==> src/sv/indexed_ordered_list_macros.svh <==
// Assertion helpers shared by the RTL that checks itself.
`ifndef INDEXED_ORDERED_LIST_MACROS_SVH
`define INDEXED_ORDERED_LIST_MACROS_SVH

// Consequent must hold in the same cycle as the antecedent.
`define IOL_ASSERT_NOW(label, clk, rst, ante, cons, msg) \
  label: assert property (@(posedge clk) disable iff (rst) (ante) |-> (cons)) \
    else $error(msg);

// Consequent must hold in the cycle after the antecedent.
`define IOL_ASSERT_NEXT(label, clk, rst, ante, cons, msg) \
  label: assert property (@(posedge clk) disable iff (rst) (ante) |=> (cons)) \
    else $error(msg);

`endif

==> src/sv/iol_pkg.sv <==
package iol_pkg;

  localparam int CAPACITY = 16;
  localparam int DATA_W   = 32;
  localparam int POS_W    = 8;
  localparam int ENTRY_W  = 9;
  localparam int IDX_W    = (CAPACITY > 1) ? $clog2(CAPACITY) : 1;
  localparam int CNT_W    = $clog2(CAPACITY + 1);

  localparam logic [DATA_W-1:0] NO_VALUE = '1;

  typedef enum logic [1:0] {
    OP_READ      = 2'd0,
    OP_PUSH_HEAD = 2'd1,
    OP_PUSH_TAIL = 2'd2,
    OP_REMOVE    = 2'd3
  } op_t;

  typedef enum logic [1:0] {
    ST_OK    = 2'd0,
    ST_RANGE = 2'd1,
    ST_FULL  = 2'd2
  } status_t;

  typedef enum logic [1:0] {
    CMD_HOLD   = 2'd0,
    CMD_HEAD   = 2'd1,
    CMD_TAIL   = 2'd2,
    CMD_REMOVE = 2'd3
  } cmd_op_t;

  typedef struct packed {
    cmd_op_t           op;
    logic [IDX_W-1:0]  pos;
    logic [IDX_W-1:0]  tail;
    logic [DATA_W-1:0] value;
  } cmd_t;

endpackage

==> src/sv/iol_cell.sv <==
module iol_cell (
  input  logic                        clk,
  input  iol_pkg::cmd_t               cmd,
  input  logic [iol_pkg::IDX_W-1:0]   idx,
  input  logic [iol_pkg::DATA_W-1:0]  prev_data,
  input  logic [iol_pkg::DATA_W-1:0]  next_data,
  output logic [iol_pkg::DATA_W-1:0]  data
);

  logic [iol_pkg::DATA_W-1:0] data_next;

  always_comb begin
    data_next = data;
    case (cmd.op)
      iol_pkg::CMD_HEAD: begin
        data_next = (idx == '0) ? cmd.value : prev_data;
      end
      iol_pkg::CMD_TAIL: begin
        if (idx == cmd.tail) begin
          data_next = cmd.value;
        end
      end
      iol_pkg::CMD_REMOVE: begin
        if (idx >= cmd.pos) begin
          data_next = next_data;
        end
      end
      default: begin
        data_next = data;
      end
    endcase
  end

  always_ff @(posedge clk) begin
    data <= data_next;
  end

endmodule

==> src/sv/indexed_ordered_list.sv <==
// Ordered list of signed 32-bit entries held in a row of cells, position 0
// first. The input channel (in_valid, in_ready) carries one operation per
// beat: read at a position, insert at the head, insert at the tail, or
// remove at a position. The output channel (out_valid, out_ready) returns
// one result beat per operation with the value read, a status and the entry
// count after the operation.
// Every cell shifts, loads or holds in parallel, and a read is a position
// mux over the cells. The result is registered and appears in the cycle
// after the input beat. Throughput is one beat per cycle while the
// receiver keeps out_ready high. When the receiver stalls, the pending
// result holds and in_ready drops until it is taken; a new beat is
// accepted in the same cycle the old result leaves.
// Reset clears the entry count and the result valid flag; entry contents
// and result fields are not cleared, since only positions below the count
// are ever read and a result is only seen while out_valid is high.
`include "indexed_ordered_list_macros.svh"

module indexed_ordered_list (
  input  logic               clk,
  input  logic               rst,
  input  logic               in_valid,
  output logic               in_ready,
  input  logic [1:0]         operation,
  input  logic [7:0]         position,
  input  logic signed [31:0] item_value,
  output logic               out_valid,
  input  logic               out_ready,
  output logic signed [31:0] read_value,
  output logic [1:0]         status,
  output logic [8:0]         entry_count
);

  localparam int CAP  = iol_pkg::CAPACITY;
  localparam int IW   = iol_pkg::IDX_W;
  localparam int CW   = iol_pkg::CNT_W;
  localparam int EW   = iol_pkg::ENTRY_W;
  localparam int DW   = iol_pkg::DATA_W;

  logic [CW-1:0]  count;
  logic [CW-1:0]  count_next;
  logic           in_fire;
  logic           in_range;
  logic           full;
  iol_pkg::cmd_t  cmd;
  logic [DW-1:0]  cell_data [CAP];
  logic [DW-1:0]  rd_next;
  logic [1:0]     st_next;

  assign in_ready = !rst && (!out_valid || out_ready);
  assign in_fire  = in_valid && in_ready;
  assign in_range = EW'(position) < EW'(count);
  assign full     = count == CW'(CAP);

  always_comb begin
    cmd.op    = iol_pkg::CMD_HOLD;
    cmd.pos   = IW'(position);
    cmd.tail  = IW'(count);
    cmd.value = item_value;
    rd_next    = iol_pkg::NO_VALUE;
    st_next    = iol_pkg::ST_OK;
    count_next = count;
    case (iol_pkg::op_t'(operation))
      iol_pkg::OP_READ: begin
        if (in_range) begin
          rd_next = cell_data[IW'(position)];
        end else begin
          st_next = iol_pkg::ST_RANGE;
        end
      end
      iol_pkg::OP_PUSH_HEAD, iol_pkg::OP_PUSH_TAIL: begin
        if (full) begin
          st_next = iol_pkg::ST_FULL;
        end else begin
          count_next = count + CW'(1);
          cmd.op = (iol_pkg::op_t'(operation) == iol_pkg::OP_PUSH_HEAD) ?
                   iol_pkg::CMD_HEAD : iol_pkg::CMD_TAIL;
        end
      end
      iol_pkg::OP_REMOVE: begin
        if (in_range) begin
          count_next = count - CW'(1);
          cmd.op = iol_pkg::CMD_REMOVE;
        end else begin
          st_next = iol_pkg::ST_RANGE;
        end
      end
      default: begin
        st_next = iol_pkg::ST_OK;
      end
    endcase
    if (!in_fire) begin
      cmd.op     = iol_pkg::CMD_HOLD;
      count_next = count;
    end
  end

  for (genvar i = 0; i < CAP; i++) begin : g_cell
    logic [DW-1:0] prev_d;
    logic [DW-1:0] next_d;
    if (i == 0) begin : g_first
      assign prev_d = '0;
    end else begin : g_prev
      assign prev_d = cell_data[i-1];
    end
    if (i == CAP - 1) begin : g_last
      assign next_d = cell_data[i];
    end else begin : g_next
      assign next_d = cell_data[i+1];
    end
    iol_cell u_cell (
      .clk       (clk),
      .cmd       (cmd),
      .idx       (IW'(i)),
      .prev_data (prev_d),
      .next_data (next_d),
      .data      (cell_data[i])
    );
  end

  always_ff @(posedge clk) begin
    if (rst) begin
      count     <= '0;
      out_valid <= 1'b0;
    end else begin
      count <= count_next;
      if (in_fire) begin
        out_valid <= 1'b1;
      end else if (out_ready) begin
        out_valid <= 1'b0;
      end
    end
  end

  always_ff @(posedge clk) begin
    if (in_fire) begin
      read_value  <= rd_next;
      status      <= st_next;
      entry_count <= EW'(count_next);
    end
  end

  `IOL_ASSERT_NOW(a_count_bound, clk, rst, 1'b1, count <= CW'(CAP),
    "entry count exceeds capacity")

  `IOL_ASSERT_NEXT(a_fire_gives_result, clk, rst, in_fire, out_valid,
    "accepted beat produced no result")

  `IOL_ASSERT_NEXT(a_full_refused, clk, rst,
    in_fire && full && (operation == iol_pkg::OP_PUSH_HEAD ||
    operation == iol_pkg::OP_PUSH_TAIL),
    count == $past(count) && status == iol_pkg::ST_FULL,
    "insert into full list changed the count")

  `IOL_ASSERT_NEXT(a_remove_shrinks, clk, rst,
    in_fire && in_range && operation == iol_pkg::OP_REMOVE,
    count == $past(count) - CW'(1),
    "remove did not shrink the list by one")

endmodule
==> config.mk <==
export PLATFORM = sky130hd
export DESIGN_NAME = indexed_ordered_list
export DESIGN_NICKNAME = d
export VERILOG_FILES = /design/src/sv/iol_pkg.sv /design/src/sv/iol_cell.sv /design/src/sv/indexed_ordered_list.sv
export VERILOG_INCLUDE_DIRS = /design/src /design/src/sv
export SDC_FILE = /design/constraint.sdc
export NUM_CORES = 1
export LEC_CHECK = 0
export ABC_CLOCK_PERIOD_IN_PS = 5100
export BUFFER_PORTS_ARGS = -buffer_cell sky130_fd_sc_hd__buf_2
export CORE_MARGIN = 1.5
export CORE_UTILIZATION = 55
export DETAILED_ROUTE_END_ITERATION = 8
export MAX_ROUTING_LAYER = met4
export PLACE_DENSITY = 0.8
export SKIP_CTS_REPAIR_TIMING = 1
export SKIP_LAST_GASP = 1
export SLEW_MARGIN = 20
export SYNTH_ARGS = -nofsm -noshare
export SYNTH_HDL_FRONTEND = slang
export SYNTH_SLANG_ARGS = --single-unit
==> constraint.sdc <==
create_clock -name clk -period 5.1 [get_ports clk]
set_input_delay 0.255 -clock clk [delete_from_list [all_inputs] [get_ports clk]]
set_output_delay 0.255 -clock clk [all_outputs]
set_load 0.01 [all_outputs]
### After elaboration in Yosys (flattened, before gate mapping)

Index checks and enable logic that the tools add are counted.

| storage, ports and cells | value |
|---|---|
| register bits | 557 |
| input port bits | 46 |
| output and inout bits | 45 |
| word-level logic and storage cells | 187 |

| cells by class | value |
|---|---|
| add/subtract/negate cells | 2 |
| order comparisons | 17 |
| eq/ne operators | 53 |
| multiplexer cells | 64 |
| bitwise gates (word level) | 1 |
| reductions and logical operators | 29 |

Operator list:

| cell | count |
|---|---|
| one-hot mux 32 bit (3 select lines) | 15 |
| 2-to-1 mux 32 bit | 33 |
| binary-select mux 32 bit (select 4 bit) | 1 |
| one-hot mux 32 bit (2 select lines) | 1 |
| inequality test 2 x 1 -> 1 bit, second input constant | 31 |
| AND reduction 3 bit | 15 |
| equality test 4 bit, first input constant | 8 |
| greater-or-equal comparator 4 bit, first input constant | 7 |
| equality test 3 x 4 -> 1 bit, first input constant | 4 |
| greater-or-equal comparator 3 x 4 -> 1 bit, first input constant | 4 |
| 2-to-1 mux 5 bit | 3 |
| 2-to-1 mux 2 bit | 5 |
| one-hot mux 5 bit (2 select lines) | 1 |
| equality test 2 bit, second input constant | 4 |
| equality test 2 x 4 -> 1 bit, first input constant | 2 |
| greater-or-equal comparator 1 x 4 -> 1 bit, first input constant | 2 |
| greater-or-equal comparator 2 x 4 -> 1 bit, first input constant | 2 |
| less-than comparator 8 x 5 -> 1 bit | 1 |
| one-hot mux 2 bit (2 select lines) | 2 |
| adder 5 x 1 -> 5 bit, second input constant | 1 |
| equality test 5 bit, second input constant | 1 |
| greater-or-equal comparator 5 bit, second input constant | 1 |
| NOT 4 -> 5 bit | 1 |
| subtractor 5 x 1 -> 5 bit, second input constant | 1 |
| other kinds (12) | 20 |

### Logic depth before layout (Yosys ltp)

| depth | value |
|---|---|
| word-level depth | 8 |
| mapped depth | 11 |

### Cells and area by module

From an unflattened synthesis, not the netlist that was laid out.

| second synthesis, totals | value |
|---|---|
| cells, all modules | 2932 |
| area total of the unflattened synthesis | 40615.2 sq um |

By module, submodules not included:

| module | instances | cells an instance | area an instance (sq um) | sequential area each (sq um) |
|---|---|---|---|---|
| iol_cell | 16 | 160 | 2165.8 | 960.9 |
| indexed_ordered_list | 1 | 372 | 5962.0 | 1291.2 |

### Least setup slack after synthesis

OpenSTA, ideal clock, no wires.

| timing | value |
|---|---|
| path type | register to register |
| start | reg count[3] |
| end | reg g_cell[7].u_cell.data[0] in the netlist's numbering (enable) |
| setup time | 0.474 ns |
| arrival | 4.400 ns |
| required time | 4.626 ns |
| slack | 0.226 ns |
| cell stages (with the launch flop) | 10 |
| buffers on the path | 2 |
| period minus slack after synthesis | 4.874 ns |
| path through | dfxtp_1 > clkbuf_1 > inv_1 > ha_1 > a21oi_1 > o21ai_2 > a21oi_1 > buf_2 > a21oi_1 > a221oi_1 |

| between the ends | value |
|---|---|
| cells in the longest elaborated chain, start to end | 7 |
| elaborated cells on any way between the ends | 14 |
| those cells by class | 1 x order compare; 7 x eq/ne; 4 x mux; 2 x reduce/logical |

RTL lines:

| element | line | source |
|---|---|---|
| from (decl) | indexed_ordered_list.sv:39 | `logic [CW-1:0] count;` |
| from (signal assigned) | indexed_ordered_list.sv:125 | `count <= count_next;` |
| less-than comparator 8 x 5 -> 1 bit or equality test 5 bit (tied branches) | indexed_ordered_list.sv:51, indexed_ordered_list.sv:52 |  |
| 2-to-1 mux 2 bit (on tied branches) | indexed_ordered_list.sv:80, indexed_ordered_list.sv:71 |  |
| one-hot mux 2 bit (2 select lines) | indexed_ordered_list.sv:62 | `case (iol_pkg::op_t'(operation))` |
| 2-to-1 mux 2 bit | indexed_ordered_list.sv:91 | `if (!in_fire) begin` |
| equality test 2 bit or equality test 2 x 1 -> 1 bit (tied branches) | iol_cell.sv:14 | `case (cmd.op)` |
| inequality test 2 x 1 -> 1 bit (no line) or nonzero test 3 bit (tied branches) | n/a |  |
| AND reduction 3 bit (no line) * | n/a |  |
| to (signal assigned) | iol_cell.sv:35 | `data <= data_next;` |
| to (decl) | iol_cell.sv:7 | `output logic [iol_pkg::DATA_W-1:0] data` |

Every way passes the cells marked *; elsewhere a longest branch is shown, timed or not.
A chain may end at the register's enable or synchronous reset.

### Worst setup path after layout

| timing | value |
|---|---|
| start | reg count[2] |
| end | reg g_cell[13].u_cell.data[2] in the netlist's numbering (enable) |

| between the ends | value |
|---|---|
| cells in the longest elaborated chain, start to end | 7 |
| elaborated cells on any way between the ends | 14 |
| those cells by class | 1 x order compare; 7 x eq/ne; 4 x mux; 2 x reduce/logical |

RTL lines:

| element | line |
|---|---|
| less-than comparator 8 x 5 -> 1 bit or equality test 5 bit (tied branches) | indexed_ordered_list.sv:51, indexed_ordered_list.sv:52 |
| 2-to-1 mux 2 bit (on tied branches) | indexed_ordered_list.sv:80, indexed_ordered_list.sv:71 |
| one-hot mux 2 bit (2 select lines) | indexed_ordered_list.sv:62 |
| 2-to-1 mux 2 bit | indexed_ordered_list.sv:91 |
| equality test 2 bit or equality test 2 x 1 -> 1 bit (tied branches) | iol_cell.sv:14 |
| inequality test 2 x 1 -> 1 bit (no line) or nonzero test 3 bit (tied branches) | n/a |
| AND reduction 3 bit (no line) * | n/a |
| to (signal assigned) | iol_cell.sv:35 |
| to (decl) | iol_cell.sv:7 |

Marks and branches as above.

==> key figures <==
Logic synthesis
  – Ys Warns: 0
  – Synthesized flop and latch total: around 560
  – Sequential share of the synthesized area: a little under three fifths
  – Synth Flop Type: edfxtp_1
  – Post-synth EDFFs: approximately 550
  – Avg Cell Area, Syn: about 11 um^2
  – Asr flop ratio synth: 0%
  – Synthesized area: 29800 um^2
  – Gate Count Post-Synth: about 2700
  – Yosys cell types: between 50 and 60

Pwr
  – Pwr Density: roughly 300 nW/um^2
  – Pleak: between 0.01 and 0.015 uW
  – Sw frac: between 20% and 30%
  – Pint: ~7500 uW
  – Combinational Power Share: 7.9%
  – Peak supply drop: ~0.22 mV
  – Seq pwr share: approximately 53%
  – NetSw: between 2000 and 2500 uW
  – Clock power frac: approximately two fifths

CTS
  – CTS Root Cell: clkbuf_16
  – Clock slew at reported path FFs: 0.06 ns
  – Skew-Pair Late Insertion Delay: between 0.6 and 0.7 ns
  – Max Root-Sink Buffers: 3
  – CTS tree: done
  – Clock sink total: ~560
  – CTS buffer count: 55
  – H-tree levels: 2

Critical path
  – R2R cell count: 10
  – Worst setup SP type: flop
  – Slowest-stage cell, CP: dfxtp_1
  – Worst R2R Setup Slack: approximately 1.0 ns
  – CP max stage delay: 0.62 ns
  – Crit. End Element: flop
  – Worst endpoint required time: between 5 and 6 ns
  – Reg2Reg Launch Point: count[2]$_SDFF_PP0_
  – Crit path DAT: roughly 4.3 ns
  – Max Fanout on Critical Path: 26
  – Worst setup path class: reg2reg
  – Reg2reg end: g_cell[13].u_cell.data[2]$_DFFE_PP_
  – CP Cell Sequence: inv_1, ha_1, o211ai_1, o21ai_2, a21oi_4, buf_4, buf_4, a41o_1, a21oi_4, buf_4
  – Most frequent CP cell: buf_4

Floorplan
  – I/O pin count: 91
  – Core box area: ~54000 um^2
  – Vert. Die Dim: 236 um
  – FP Rows: 85
  – Die footprint: 55600 um^2
  – Initial Util: a little under three fifths
  – Die width: around 240 um

Detailed routing
  – Total wire length: just over 80000 um
  – First DRT Iteration DRCs: 4123
  – Vias per cell: about 6.9
  – Residual DRC: 0
  – Antenna-violating nets left: 0
  – Drt pass-1 iters: 8
  – Drt wl/cell: around 25 um
  – Vias post-DR: 23100

Global routing
  – Initial antenna violation count: 1
  – Largest net degree at the start of global routing: about 250
  – First-pass GRT wire length: 128000 um
  – Gr ovfl total: 0
  – Total GRT Usage: between 30% and 40%
  – Vias in the first global route: around 22000

Timing
  – Final Hold Fails: 4
  – Final Max Tran Viols: 0
  – Setup ws final: about 1.0 ns
  – Minimum hold slack: -0.0305 ns
  – RSZ-0062 raised after global routing: false
  – Slew margin rel.: 23.2%
  – Period minus WS final: between 4 and 5 ns
  – Fin crit share: between 70% and 80%
  – Setup TNS Final: 0 ns
  – F_max: 0.246 GHz
  – Final setup vio count: 0
  – Clock skew: 0.0235 ns
  – Worst Max-Slew Pin Slew: 1.15 ns

Placement
  – Port Buffers: 86
  – Gpl congestion: 0.880
  – HPWL after DPL: 46400 um
  – Dpl ws: ~1.1 ns

Hold path
  – Worst hold path type: in2reg
  – Hold wc startpoint: item_value[13]
  – Worst Hold Depth: 3
  – WHS Endpoint: g_cell[0].u_cell.data[13]$_DFFE_PP_

Final layout
  – Most common cell after layout, fill and taps aside: nor3_1
  – Layout cell share with drive strength beyond 1: 16.8%
  – Commonest non-fill, non-tap cells in the layout: nor3_1 (903), edfxtp_1 (551), nor2_1 (459), mux4_2 (160), nand2_1 (110)
  – Area Overhead vs Synth: 8.95%
  – Nets@finish: 2675

Status
  – Failing checks: hold timing
  – Run status: finished with violations

Run
  – Max-Cap Viols: 0
==> final cells by class <==
cell class | count | area, um^2
Tap cell | 696 | 871
Fill cell | 3974 | 21200
Inverter | 10 | 37.5
Clock buffer | 66 | 1440
Clock inverter | 31 | 195
Antenna cell | 1 | 2.50
Timing Repair Buffer | 145 | 1040
Multi-Input combinational cell | 1847 | 12200
Sequential cell | 557 | 16700
==> metal layers <==
metal | up-vias | part of all wire, % | global-route usage [%]
met3 | 245 | 13 | 6.06
li1 | 9901 | - | -
met5 | - | 0 | -
met1 | 11100 | 37 | 42.2
met2 | 1818 | 46 | 44.9
met4 | 0 | 3.8 | 11.0
==> registers in the layout, indices dropped and copies added, names as in the netlist <==
| name | count |
|---|---|
| count | 5 |
| entry_count | 5 |
| g_cell.u_cell.data | 512 |
| out_valid | 1 |
| read_value | 32 |
| status | 2 |
==> critical path, delay by kind of cell, from the launching register on <==
kind	cells	cell delay, ns
AO/OA/AOI/OAI	5	1.40
buffers and inverters	4	1.32
flip-flops	1	0.62
adder cells (fa/ha/maj)	1	0.31
==> per-stage QoR <==
step	cells	total power (uW)	cell area (um^2)	utilization [%]	hold slack (ns)
3_3_place_gp	3240	5980	30700	57.1	0.481
6_report	3353	9790	32500	60.5	-0.0305
2_1_floorplan	2669	5780	29800	-	0.376
4_1_cts	3337	9800	32300	60.2	-0.141
5_1_grt	3353	10000	32500	60.5	0.000751
3_5_place_dp	3240	6010	30700	57.2	0.494
==> worst max path at each step <==
stage / startpoint / endpoint / slack (ns)
after CTS: count[2]$_SDFF_PP0_ / g_cell[13].u_cell.data[5]$_DFFE_PP_ / 1.17
after global placement: position[1] / read_value[17]$_SDFFCE_PN1P_ / 1.20
after floorplan: count[3]$_SDFF_PP0_ / g_cell[7].u_cell.data[0]$_DFFE_PP_ / 0.23
after global routing: count[2]$_SDFF_PP0_ / g_cell[13].u_cell.data[5]$_DFFE_PP_ / 0.98
after detailed placement: position[1] / read_value[17]$_SDFFCE_PN1P_ / 1.10
final: count[2]$_SDFF_PP0_ / g_cell[13].u_cell.data[2]$_DFFE_PP_ / 1.04
==> cells in the mapped netlist, drive strengths merged (2+ instances only) <==
| cell type | instances | area [um^2] |
|---|---|---|
| nand4 | 6 | 37.5 |
| mux4 | 160 | 3600 |
| dfxtp | 6 | 120 |
| o21ai | 8 | 43.8 |
| nand2 | 111 | 417 |
| clkbuf | 133 | 499 |
| a221oi | 3 | 26.3 |
| ha | 13 | 163 |
| a32o | 2 | 20.0 |
| inv | 10 | 37.5 |
| nor3 | 934 | 4840 |
| nor2 | 462 | 1740 |
| o221ai | 2 | 17.5 |
| a22o | 3 | 26.3 |
| o211ai | 3 | 22.5 |
| o22ai | 4 | 25.0 |
| o21a | 3 | 22.5 |
| nand3 | 11 | 55.1 |
| edfxtp | 551 | 16500 |
| a31oi | 3 | 18.8 |
| nand2b | 34 | 213 |
| or3 | 3 | 18.8 |
| and2 | 4 | 25.0 |
| nor2b | 2 | 12.5 |
| a21oi | 14 | 70.1 |
| nor4 | 5 | 31.3 |
| mux2i | 4 | 40.0 |
| buf | 122 | 602 |
| mux2 | 32 | 360 |
==> kinds of logic (layout without fill, tap and decap cells) <==
family / after synthesis / count (layout) / share of synthesized area (%)
multiplexers: 196 / 196 / 13.4
AND/OR/NAND/NOR: 1577 / 1577 / 24.9
AO/OA/AOI/OAI: 57 / 57 / 1.38
buffers and inverters: 265 / 252 / 3.82
other: 1 / 5 / 0.0126
adder cells (fa/ha/maj): 13 / 13 / 0.545
flip-flops: 557 / 557 / 55.9
==> power groups by stage <==
stage               combinational, uW  clock (uW)  sequential (uW)
finish                            776        3850             5170
global route                      826        4040             5170
CTS                               756        3870             5170
detailed placement                751           0             5260
global placement                  724           0             5260
floorplan                         532           0             5250
(Power assumes the default switching activity.)
